$ cat config.mk
export PLATFORM = sky130hd
export DESIGN_NAME = line_follower_pid_drive
export DESIGN_NICKNAME = d
export VERILOG_FILES = /design/src/hdl/lfpd_pkg.sv /design/src/hdl/line_follower_pid_drive.sv
export VERILOG_INCLUDE_DIRS = /design/src /design/src/hdl
export SDC_FILE = /design/constraint.sdc
export NUM_CORES = 1
export LEC_CHECK = 0
export BUFFER_PORTS_ARGS = -buffer_cell sky130_fd_sc_hd__buf_2
export CAP_MARGIN = 10
export CORE_MARGIN = 1
export CORE_UTILIZATION = 60
export CTS_CLUSTER_DIAMETER = 80
export CTS_CLUSTER_SIZE = 16
export DETAILED_ROUTE_END_ITERATION = 8
export GPL_ROUTABILITY_DRIVEN = 1
export HOLD_SLACK_MARGIN = 0.12
export PLACE_DENSITY = 0.86
export REMOVE_ABC_BUFFERS = 1
export SYNTH_ARGS = -nofsm -noshare
export SYNTH_HDL_FRONTEND = slang
export SYNTH_SLANG_ARGS = --single-unit
$ cat constraint.sdc
create_clock -name clock -period 6.1 [get_ports clock]
set_input_delay 0.305 -clock clock [delete_from_list [all_inputs] [get_ports clock]]
set_output_delay 0.305 -clock clock [all_outputs]
set_load 0.02 [all_outputs]
$ cat src/hdl/line_follower_pid_drive_assert.svh
// Assertion macros for the line follower PID drive.
// Needs nothing else; included by the top level only.
`ifndef LINE_FOLLOWER_PID_DRIVE_ASSERT_SVH
`define LINE_FOLLOWER_PID_DRIVE_ASSERT_SVH

// Check that a consequent holds in the same cycle as its antecedent
`define LFPD_ASSERT_IMP(label, ante, cons, msg) \
   label: assert property (@(posedge clock) disable iff (reset) (ante) |-> (cons)) \
      else $error(msg);

// Check that a condition holds at every edge out of reset
`define LFPD_ASSERT_ALW(label, cons, msg) \
   label: assert property (@(posedge clock) disable iff (reset) (cons)) \
      else $error(msg);

`endif

$ cat src/hdl/lfpd_pkg.sv
// Shared constants and types for the line follower PID drive.
// No dependencies; used by line_follower_pid_drive.
package lfpd_pkg;

   // Default fixed-point and integral settings
   localparam int FracBitsDefault      = 8;
   localparam int IntegralLimitDefault = 65535;

   // Register map, one register per 32-bit slot
   typedef enum logic [1:0] {
      RegBaseSpeed = 2'd0,
      RegGainP     = 2'd1,
      RegGainI     = 2'd2,
      RegGainD     = 2'd3
   } reg_index_type;

   localparam int RegAddrW = 4;

   // Register reset values
   localparam logic [7:0] BaseSpeedReset = 8'd190;
   localparam logic [7:0] GainPReset     = 8'd20;
   localparam logic [7:0] GainIReset     = 8'd5;
   localparam logic [7:0] GainDReset     = 8'd3;

   // Side where the line was last seen
   typedef enum logic [1:0] {
      SideNone  = 2'd0,
      SideRight = 2'd1,
      SideLeft  = 2'd2
   } side_type;

   localparam logic [7:0] DutyFull = 8'd255;

endpackage

$ cat src/hdl/line_follower_pid_drive.sv
// Line follower PID drive: bit-serial sensor scan, divider and multiplier.
// Depends on lfpd_pkg and line_follower_pid_drive_assert.svh.
//
// Usage:
//  - req channel takes one 8-bit sensor snapshot per word (req_valid/req_stall).
//  - rsp channel gives right/left duty, direction bits and line_lost.
//  - APB port holds base_speed, gain_p, gain_i, gain_d at byte offsets 0, 4, 8, 12.
// On the line a result passes through a scan step per sensor bit, a
//  restoring-division step per quotient bit, error and integral steps,
//  a shift-add step of the multiplier per gain bit and one duty step.
// A lost line goes straight to the duty step for its pivot result; a lost
//  line before any side was seen gives no result.
// One word at a time: the next word is taken once the result is in the
//  output register, so a new word is taken while a result waits.
// A stalled rsp holds its word; a finished result waits in the duty step
//  until the output register frees up.
// Reset (synchronous, active high) restores register defaults and clears
//  the error history, the integral and the last seen side.
module line_follower_pid_drive #(
   parameter int FRAC_BITS      = lfpd_pkg::FracBitsDefault,
   parameter int INTEGRAL_LIMIT = lfpd_pkg::IntegralLimitDefault
) (
   input  logic                          clock,
   input  logic                          reset,
   // sensor snapshot in
   input  logic                          req_valid,
   output logic                          req_stall,
   input  logic [7:0]                    req_sensors,
   // drive command out
   output logic                          rsp_valid,
   input  logic                          rsp_stall,
   output logic [7:0]                    rsp_right_duty,
   output logic [7:0]                    rsp_left_duty,
   output logic                          rsp_right_reverse,
   output logic                          rsp_left_reverse,
   output logic                          rsp_line_lost,
   // configuration
   input  logic                          psel,
   input  logic                          penable,
   input  logic                          pwrite,
   input  logic [lfpd_pkg::RegAddrW-1:0] paddr,
   input  logic [31:0]                   pwdata,
   output logic [31:0]                   prdata,
   output logic                          pready
);

   // Widths that follow from the parameters
   localparam int EW    = FRAC_BITS + 4;
   localparam int IW    = $clog2(INTEGRAL_LIMIT + 1) + 1;
   localparam int SW    = ((IW > EW) ? IW : EW) + 1;
   localparam int DW    = FRAC_BITS + 6;
   localparam int QW    = FRAC_BITS + 4;
   localparam int CW    = $clog2(255 * (11 * (2 ** FRAC_BITS) + INTEGRAL_LIMIT) + 1) + 2;
   localparam int DutyW = ((CW > FRAC_BITS + 9) ? CW : FRAC_BITS + 9) + 1;
   localparam int CntW  = $clog2(DW);

   localparam logic [CntW-1:0]        ScanLast  = CntW'(7);
   localparam logic [CntW-1:0]        DivLast   = CntW'(DW - 1);
   localparam logic [CntW-1:0]        CntOne    = CntW'(1);
   localparam logic signed [EW:0]     FourOne   = (EW + 1)'(4) <<< FRAC_BITS;
   localparam logic signed [SW-1:0]   IntLimit  = SW'(INTEGRAL_LIMIT);
   localparam logic signed [DutyW-1:0] DutyTop  = DutyW'(255) <<< FRAC_BITS;

   typedef enum logic [5:0] {
      StIdle   = 6'b000001,
      StScan   = 6'b000010,
      StDivide = 6'b000100,
      StError  = 6'b001000,
      StMult   = 6'b010000,
      StDuty   = 6'b100000
   } state_type;

   // Control and datapath registers
   state_type                state_ff, state_in;
   lfpd_pkg::side_type       side_ff, side_in;
   logic [CntW-1:0]          cnt_ff, cnt_in;
   logic [7:0]               sens_ff, sens_in;
   logic [5:0]               sum_ff, sum_in;
   logic [3:0]               count_ff, count_in;
   logic [DW-1:0]            dvd_ff, dvd_in;
   logic [2:0]               rem_ff, rem_in;
   logic [QW-1:0]            quo_ff, quo_in;
   logic signed [EW-1:0]     err_ff, err_in;
   logic signed [EW-1:0]     prev_ff, prev_in;
   logic signed [EW:0]       diff_ff, diff_in;
   logic signed [IW-1:0]     integ_ff, integ_in;
   logic [7:0]               gp_ff, gp_in;
   logic [7:0]               gi_ff, gi_in;
   logic [7:0]               gd_ff, gd_in;
   logic signed [CW-1:0]     acc_ff, acc_in;
   logic                     lost_ff, lost_in;
   logic                     flag_ff, flag_in;

   // Configuration registers
   logic [7:0]               base_ff, gain_p_ff, gain_i_ff, gain_d_ff;

   // Output register
   logic                     out_valid_ff, out_valid_in;
   logic [7:0]               out_right_ff, out_right_in;
   logic [7:0]               out_left_ff, out_left_in;
   logic                     out_rrev_ff, out_rrev_in;
   logic                     out_lrev_ff, out_lrev_in;
   logic                     out_lost_ff, out_lost_in;

   // Combinational helpers
   logic                     accept;
   logic                     out_free;
   logic [3:0]               trial;
   logic                     qbit;
   logic signed [EW:0]       err_wide;
   logic signed [SW-1:0]     integ_sum;
   logic signed [CW-1:0]     term_p, term_i, term_d;
   logic signed [DutyW-1:0]  base_q, right_q, left_q;
   lfpd_pkg::reg_index_type  reg_sel;
   logic                     cfg_write;

   // Clamp a fixed-point duty to 0..255 and drop the fraction
   function automatic logic [7:0] duty_of(input logic signed [DutyW-1:0] q);
      logic [7:0] res;
      if (q <= 0) begin
         res = 8'd0;
      end else if (q >= DutyTop) begin
         res = lfpd_pkg::DutyFull;
      end else begin
         res = q[FRAC_BITS +: 8];
      end
      return res;
   endfunction

   assign accept    = req_valid && !req_stall;
   assign out_free  = !out_valid_ff || !rsp_stall;
   assign req_stall = (state_ff != StIdle);

   // Restoring division step: one quotient bit per cycle
   assign trial = {rem_ff, dvd_ff[DW-1]};
   assign qbit  = (trial >= count_ff);

   // Error in Q(FRAC_BITS) from the quotient
   assign err_wide  = $signed({1'b0, quo_ff}) - FourOne;
   assign integ_sum = SW'(integ_ff) + SW'(err_ff);

   // Partial products selected by the current gain bits
   assign term_p = gp_ff[7] ? CW'(err_ff)   : '0;
   assign term_i = gi_ff[7] ? CW'(integ_ff) : '0;
   assign term_d = gd_ff[7] ? CW'(diff_ff)  : '0;

   // Duty sums
   assign base_q  = $signed({{(DutyW - 8 - FRAC_BITS){1'b0}}, base_ff, {FRAC_BITS{1'b0}}});
   assign right_q = base_q + DutyW'(acc_ff);
   assign left_q  = base_q - DutyW'(acc_ff);

   // Sequencer and datapath next values
   always_comb begin
      state_in     = state_ff;
      side_in      = side_ff;
      cnt_in       = cnt_ff;
      sens_in      = sens_ff;
      sum_in       = sum_ff;
      count_in     = count_ff;
      dvd_in       = dvd_ff;
      rem_in       = rem_ff;
      quo_in       = quo_ff;
      err_in       = err_ff;
      prev_in      = prev_ff;
      diff_in      = diff_ff;
      integ_in     = integ_ff;
      gp_in        = gp_ff;
      gi_in        = gi_ff;
      gd_in        = gd_ff;
      acc_in       = acc_ff;
      lost_in      = lost_ff;
      flag_in      = flag_ff;
      out_valid_in = out_valid_ff;
      out_right_in = out_right_ff;
      out_left_in  = out_left_ff;
      out_rrev_in  = out_rrev_ff;
      out_lrev_in  = out_lrev_ff;
      out_lost_in  = out_lost_ff;

      // Drop a word the receiver took
      if (out_valid_ff && !rsp_stall) begin
         out_valid_in = 1'b0;
      end

      unique case (state_ff)
         StIdle: begin
            if (accept) begin
               // Track the side, left wins when both edges see the line
               if (req_sensors[7]) begin
                  side_in = lfpd_pkg::SideLeft;
               end else if (req_sensors[0]) begin
                  side_in = lfpd_pkg::SideRight;
               end
               sens_in  = req_sensors;
               sum_in   = '0;
               count_in = '0;
               cnt_in   = '0;
               if (req_sensors != 8'd0) begin
                  lost_in  = 1'b0;
                  state_in = StScan;
               end else if (side_ff != lfpd_pkg::SideNone) begin
                  lost_in  = 1'b1;
                  flag_in  = (side_ff == lfpd_pkg::SideRight);
                  state_in = StDuty;
               end
            end
         end
         StScan: begin
            // Shift out one sensor bit and weigh it by its index plus one
            if (sens_ff[0]) begin
               sum_in   = sum_ff + 6'(cnt_ff) + 6'd1;
               count_in = count_ff + 4'd1;
            end
            sens_in = {1'b0, sens_ff[7:1]};
            if (cnt_ff == ScanLast) begin
               dvd_in   = {sum_in, {FRAC_BITS{1'b0}}};
               rem_in   = '0;
               quo_in   = '0;
               cnt_in   = '0;
               state_in = StDivide;
            end else begin
               cnt_in = cnt_ff + CntOne;
            end
         end
         StDivide: begin
            rem_in = qbit ? 3'(trial - count_ff) : trial[2:0];
            quo_in = {quo_ff[QW-2:0], qbit};
            dvd_in = {dvd_ff[DW-2:0], 1'b0};
            if (cnt_ff == DivLast) begin
               flag_in  = 1'b0;
               state_in = StError;
            end else begin
               cnt_in = cnt_ff + CntOne;
            end
         end
         StError: begin
            // First pass forms the error, second updates history and integral
            if (!flag_ff) begin
               err_in  = err_wide[EW-1:0];
               flag_in = 1'b1;
            end else begin
               if (integ_sum > IntLimit) begin
                  integ_in = IntLimit[IW-1:0];
               end else if (integ_sum < -IntLimit) begin
                  integ_in = IW'(-IntLimit);
               end else begin
                  integ_in = integ_sum[IW-1:0];
               end
               diff_in  = (EW + 1)'(err_ff) - (EW + 1)'(prev_ff);
               prev_in  = err_ff;
               gp_in    = gain_p_ff;
               gi_in    = gain_i_ff;
               gd_in    = gain_d_ff;
               acc_in   = '0;
               cnt_in   = '0;
               state_in = StMult;
            end
         end
         StMult: begin
            // Shift-add, most significant gain bit first
            acc_in = (acc_ff <<< 1) + term_p + term_i + term_d;
            gp_in  = {gp_ff[6:0], 1'b0};
            gi_in  = {gi_ff[6:0], 1'b0};
            gd_in  = {gd_ff[6:0], 1'b0};
            if (cnt_ff == ScanLast) begin
               state_in = StDuty;
            end else begin
               cnt_in = cnt_ff + CntOne;
            end
         end
         StDuty: begin
            // Hold until the output register is free
            if (out_free) begin
               out_valid_in = 1'b1;
               out_lost_in  = lost_ff;
               if (lost_ff) begin
                  out_right_in = lfpd_pkg::DutyFull;
                  out_left_in  = lfpd_pkg::DutyFull;
                  out_rrev_in  = flag_ff;
                  out_lrev_in  = !flag_ff;
               end else begin
                  out_right_in = duty_of(right_q);
                  out_left_in  = duty_of(left_q);
                  out_rrev_in  = 1'b0;
                  out_lrev_in  = 1'b0;
               end
               state_in = StIdle;
            end
         end
         default: begin
            state_in = StIdle;
         end
      endcase
   end

   // Sequencer and history registers
   always_ff @(posedge clock) begin
      if (reset) begin
         state_ff     <= StIdle;
         side_ff      <= lfpd_pkg::SideNone;
         prev_ff      <= '0;
         integ_ff     <= '0;
         out_valid_ff <= 1'b0;
      end else begin
         state_ff     <= state_in;
         side_ff      <= side_in;
         prev_ff      <= prev_in;
         integ_ff     <= integ_in;
         out_valid_ff <= out_valid_in;
      end
   end

   // Datapath and output payload registers
   always_ff @(posedge clock) begin
      cnt_ff       <= cnt_in;
      sens_ff      <= sens_in;
      sum_ff       <= sum_in;
      count_ff     <= count_in;
      dvd_ff       <= dvd_in;
      rem_ff       <= rem_in;
      quo_ff       <= quo_in;
      err_ff       <= err_in;
      diff_ff      <= diff_in;
      gp_ff        <= gp_in;
      gi_ff        <= gi_in;
      gd_ff        <= gd_in;
      acc_ff       <= acc_in;
      lost_ff      <= lost_in;
      flag_ff      <= flag_in;
      out_right_ff <= out_right_in;
      out_left_ff  <= out_left_in;
      out_rrev_ff  <= out_rrev_in;
      out_lrev_ff  <= out_lrev_in;
      out_lost_ff  <= out_lost_in;
   end

   // Configuration registers, low byte kept
   assign reg_sel   = lfpd_pkg::reg_index_type'(paddr[3:2]);
   assign cfg_write = psel && penable && pwrite && pready;

   always_ff @(posedge clock) begin
      if (reset) begin
         base_ff   <= lfpd_pkg::BaseSpeedReset;
         gain_p_ff <= lfpd_pkg::GainPReset;
         gain_i_ff <= lfpd_pkg::GainIReset;
         gain_d_ff <= lfpd_pkg::GainDReset;
      end else if (cfg_write) begin
         unique case (reg_sel)
            lfpd_pkg::RegBaseSpeed: base_ff   <= pwdata[7:0];
            lfpd_pkg::RegGainP:     gain_p_ff <= pwdata[7:0];
            lfpd_pkg::RegGainI:     gain_i_ff <= pwdata[7:0];
            lfpd_pkg::RegGainD:     gain_d_ff <= pwdata[7:0];
            default: begin
            end
         endcase
      end
   end

   // Register readback
   always_comb begin
      unique case (reg_sel)
         lfpd_pkg::RegBaseSpeed: prdata = {24'd0, base_ff};
         lfpd_pkg::RegGainP:     prdata = {24'd0, gain_p_ff};
         lfpd_pkg::RegGainI:     prdata = {24'd0, gain_i_ff};
         lfpd_pkg::RegGainD:     prdata = {24'd0, gain_d_ff};
         default:                prdata = '0;
      endcase
   end

   assign pready = 1'b1;

   // Drive the result channel
   assign rsp_valid         = out_valid_ff;
   assign rsp_right_duty    = out_right_ff;
   assign rsp_left_duty     = out_left_ff;
   assign rsp_right_reverse = out_rrev_ff;
   assign rsp_left_reverse  = out_lrev_ff;
   assign rsp_line_lost     = out_lost_ff;

   // Checks on the sequencer and datapath
`include "line_follower_pid_drive_assert.svh"

   `LFPD_ASSERT_IMP(a_pivot_shape, out_valid_ff && out_lost_ff,
      (out_right_ff == lfpd_pkg::DutyFull) && (out_left_ff == lfpd_pkg::DutyFull)
      && (out_rrev_ff != out_lrev_ff), "pivot word with wrong duty or direction")
   `LFPD_ASSERT_IMP(a_forward_on_line, out_valid_ff && !out_lost_ff,
      !out_rrev_ff && !out_lrev_ff, "reverse bit set while on the line")
   `LFPD_ASSERT_IMP(a_divisor_nonzero, state_ff == StDivide,
      count_ff != 4'd0, "division started with no active sensor")
   `LFPD_ASSERT_ALW(a_integral_bound,
      (SW'(integ_ff) <= IntLimit) && (SW'(integ_ff) >= -IntLimit),
      "integral outside its limit")

endmodule
==> metrics.yaml <==
status:
  outcome: "finished, final reports clean"
cts:
  clockBufferDepth: 3
  clock_latency_ps: 500
  h-tree-depth: 1
  cts_tree: "done"
  cts_root_buf: "clkbuf_16"
  clk_pin_slew_ps: 70
  numCtsBuffers: 17
  cts.sinks: 210
power_and_ir_drop:
  power_density_nw_per_um2: 221
  max-vdd-ir-drop_mv: 0.244
  p_leak_nw: 6.19
final_layout:
  num_antenna_cells: 0
  stdcell_count: 1754
  area_delta_synth_final_pct: 7.80
  layout-drive-gt1-share_pct: 9.67
  most-common-layout-cells: "nand2_1, nor2_1, edfxtp_1, inv_1"
  final_core_util_pct: 66.0
  nets: 1646
  final_common_cell: "nand2_1"
setup_path:
  critPathBufInv: 1
  r2r_setup_slack_ps: 1520
  slowest_stage: "edfxtp_1"
  crit_fanout: 17
  criticalPathCategory: "flip-flop to flip-flop"
  critPathCaptureType: "flip-flop"
  critical-path-top-delay-family: "adder cells"
  r2r_end: "acc_ff[16]$_SDFFCE_PN0P_"
  startpoint_type: "flip-flop"
  crit_top_cell: "fa_1"
  cpPeakStageDelay_ps: 670
  worstPathRequired_ps: 6320
  cp.arrival_ps: 4800
  cp_cell_sequence: "nand2_1 > fa_1 > fa_1 > inv_1 > ha_1 > fa_1 > a21oi_1 > o21ai_0 > a21o_1 > a311oi_1 > o21ai_0 > a21o_1 > a21oi_1 > xor2_1 > nor2_1"
  reg2reg_depth: 15
  r2r_start: "gi_ff[7]$_DFFE_PP_"
run:
  cap_violations: 0
synthesis:
  ys_seq_area_share_pct: 40.3
  synth-edff-count: 140
  ys.flop_type: "edfxtp_1"
  yosysWarnings: 0
  synth-seq-cells: 210
  synth_area_leader_cell: "edfxtp_1"
  synth.area.top_cells: "edfxtp_1, dfxtp_1, fa_1"
  synth_cell_types: 87
  async_flop_share_pct: 0
  synth_top_area_share_pct: 30.2
  syn_avg_cell_area_sq_um: 9.92
  netlist_area_sq_um: 13900
  synth_cells: 1401
timing:
  worst_slew_pin_slew_ps: 1110
  timing.final.crit_share_pct: 75.1
  finalSetupViolCount: 0
  finalHoldViolCount: 0
  slew_headroom_pct: 26.2
  finalCriticalPeriod_ps: 4580
  hold_slack_ps: 174
  fmax_ghz: 0.218
  final.setup_skew_ps: 20.3
  maxSlewViolCount: 0
  tns_ps: 0
  rsz0062_at_grt: "no"
hold_path:
  min_path_type: "primary input to flip-flop"
  min_to: "sens_ff[0]$_DFFE_PP_"
  holdPathStages: 3
  hp-start: "req_sensors[0]"
detailed_routing:
  via_per_inst: 5.96
  drc: 0
  drt_wl_total_um: 29800
  first_pass_iters: 6
  drt_iter0_drc: 869
  routedWlPerCell_um: 17.0
  ant_nets: 0
  vias: 10447
floorplanning:
  io_pins: 105
  core_sq_um: 22700
  dieArea_sq_um: 23800
  start_util_pct: 61.2
  rows: 55
  fp.dieH_um: 154
  dieWidth_um: 154
grt:
  grt_pass1_vias: 10197
  grt_usage_pct: 25.4
  antenna_found_initial: 0
  gr-total-overflow: 0
  grt_max_degree: 63
  grt_pass1_wl_um: 49200
placed_design:
  hpwl_um: 21800
  io_buffers: 53
  gp_congestion: 0.903
  place_inst: 1708
[worst register-to-register path, cell delays in order, from the launching register on]
cell and delay [ps]:
edfxtp_1 670, nand2_1 140, fa_1 490, fa_1 570
inv_1 50, ha_1 220, fa_1 400, a21oi_1 180
o21ai_0 130, a21o_1 260, a311oi_1 410, o21ai_0 210
a21o_1 220, a21oi_1 170, xor2_1 150, nor2_1 50
[area by class of cell]
class,instances,area (sq um)
multi-input combinational,1050,7650
timing repair buffer,82,523
clock inverter,3,26.3
fill,1633,7720
clock buffer,27,463
tap,285,357
inverter,97,364
sequential,210,5610
[cells by family (layout without fill, tap and decap cells)]
logic type,after synthesis,in the layout,synth area share [%]
adder cells (fa/ha/maj),137,137,15.4
buffers and inverters,164,209,5.39
AND/OR/NAND/NOR,518,518,17.6
multiplexers,34,34,3.20
XOR/XNOR,66,66,4.27
flip-flops,210,210,40.3
other,2,25,0.0540
AO/OA/AOI/OAI,270,270,13.8
[synth_stat cells (31+ instances only)]
cell and n:
xnor2_1 40, dfxtp_1 70, o21ai_0 39, inv_1 97, ha_1 80, nor2_1 144
nand2_1 192, clkbuf_1 31, fa_1 57, edfxtp_1 140, and2_1 39, a21oi_1 81
[metrics by stage]
step	cell area [sq um]	worst slack, ps	power, mW
after floorplan	13600	1790	2.13
after global placement	14300	1670	2.24
after detailed placement	14300	1580	2.28
after CTS	15000	1560	3.31
after global routing	15000	1240	3.43
final	15000	1520	3.31
[metal layers]
metal	track usage [%]	part of all wire (%)
met4	6.38	1.8
met5	0	0
met1	32.3	41
met3	2.91	6.1
met2	46.0	51
[repair_timing]
action                    in CTS  in global routing
resized for setup              0                  0
buffers inserted               0                  0
hold buffers                  16                  0
hold endpoints to repair      22                  0
[state kept, by name, summed over array words and instances, names as in the netlist, 12 cells and up]
signal	flops
acc_ff	27
diff_ff	13
err_ff	12
prev_ff	12
quo_ff	12
integ_ff	17
[power breakdown]
part           switching (mW)  total, mW  leakage [nW]  internal [mW]
clock                   0.509       1.04         0.236          0.531
combinational           0.332      0.553          4.13          0.221
sequential             0.0793       1.71          1.82           1.64
total                   0.921       3.31          6.19           2.39
[worst max-delay path by stage]
stage	from	endpoint	cells past startpoint
global placement	gi_ff[7]$_DFFE_PP_	acc_ff[16]$_SDFFCE_PN0P_	15
detailed placement	gi_ff[7]$_DFFE_PP_	acc_ff[16]$_SDFFCE_PN0P_	15
global route	gi_ff[7]$_DFFE_PP_	acc_ff[16]$_SDFFCE_PN0P_	15
floorplan	gp_ff[7]$_DFFE_PP_	acc_ff[25]$_SDFFCE_PN0P_	13
finish	gi_ff[7]$_DFFE_PP_	acc_ff[16]$_SDFFCE_PN0P_	15
CTS	gi_ff[7]$_DFFE_PP_	acc_ff[16]$_SDFFCE_PN0P_	15
(Power assumes the default switching activity.)
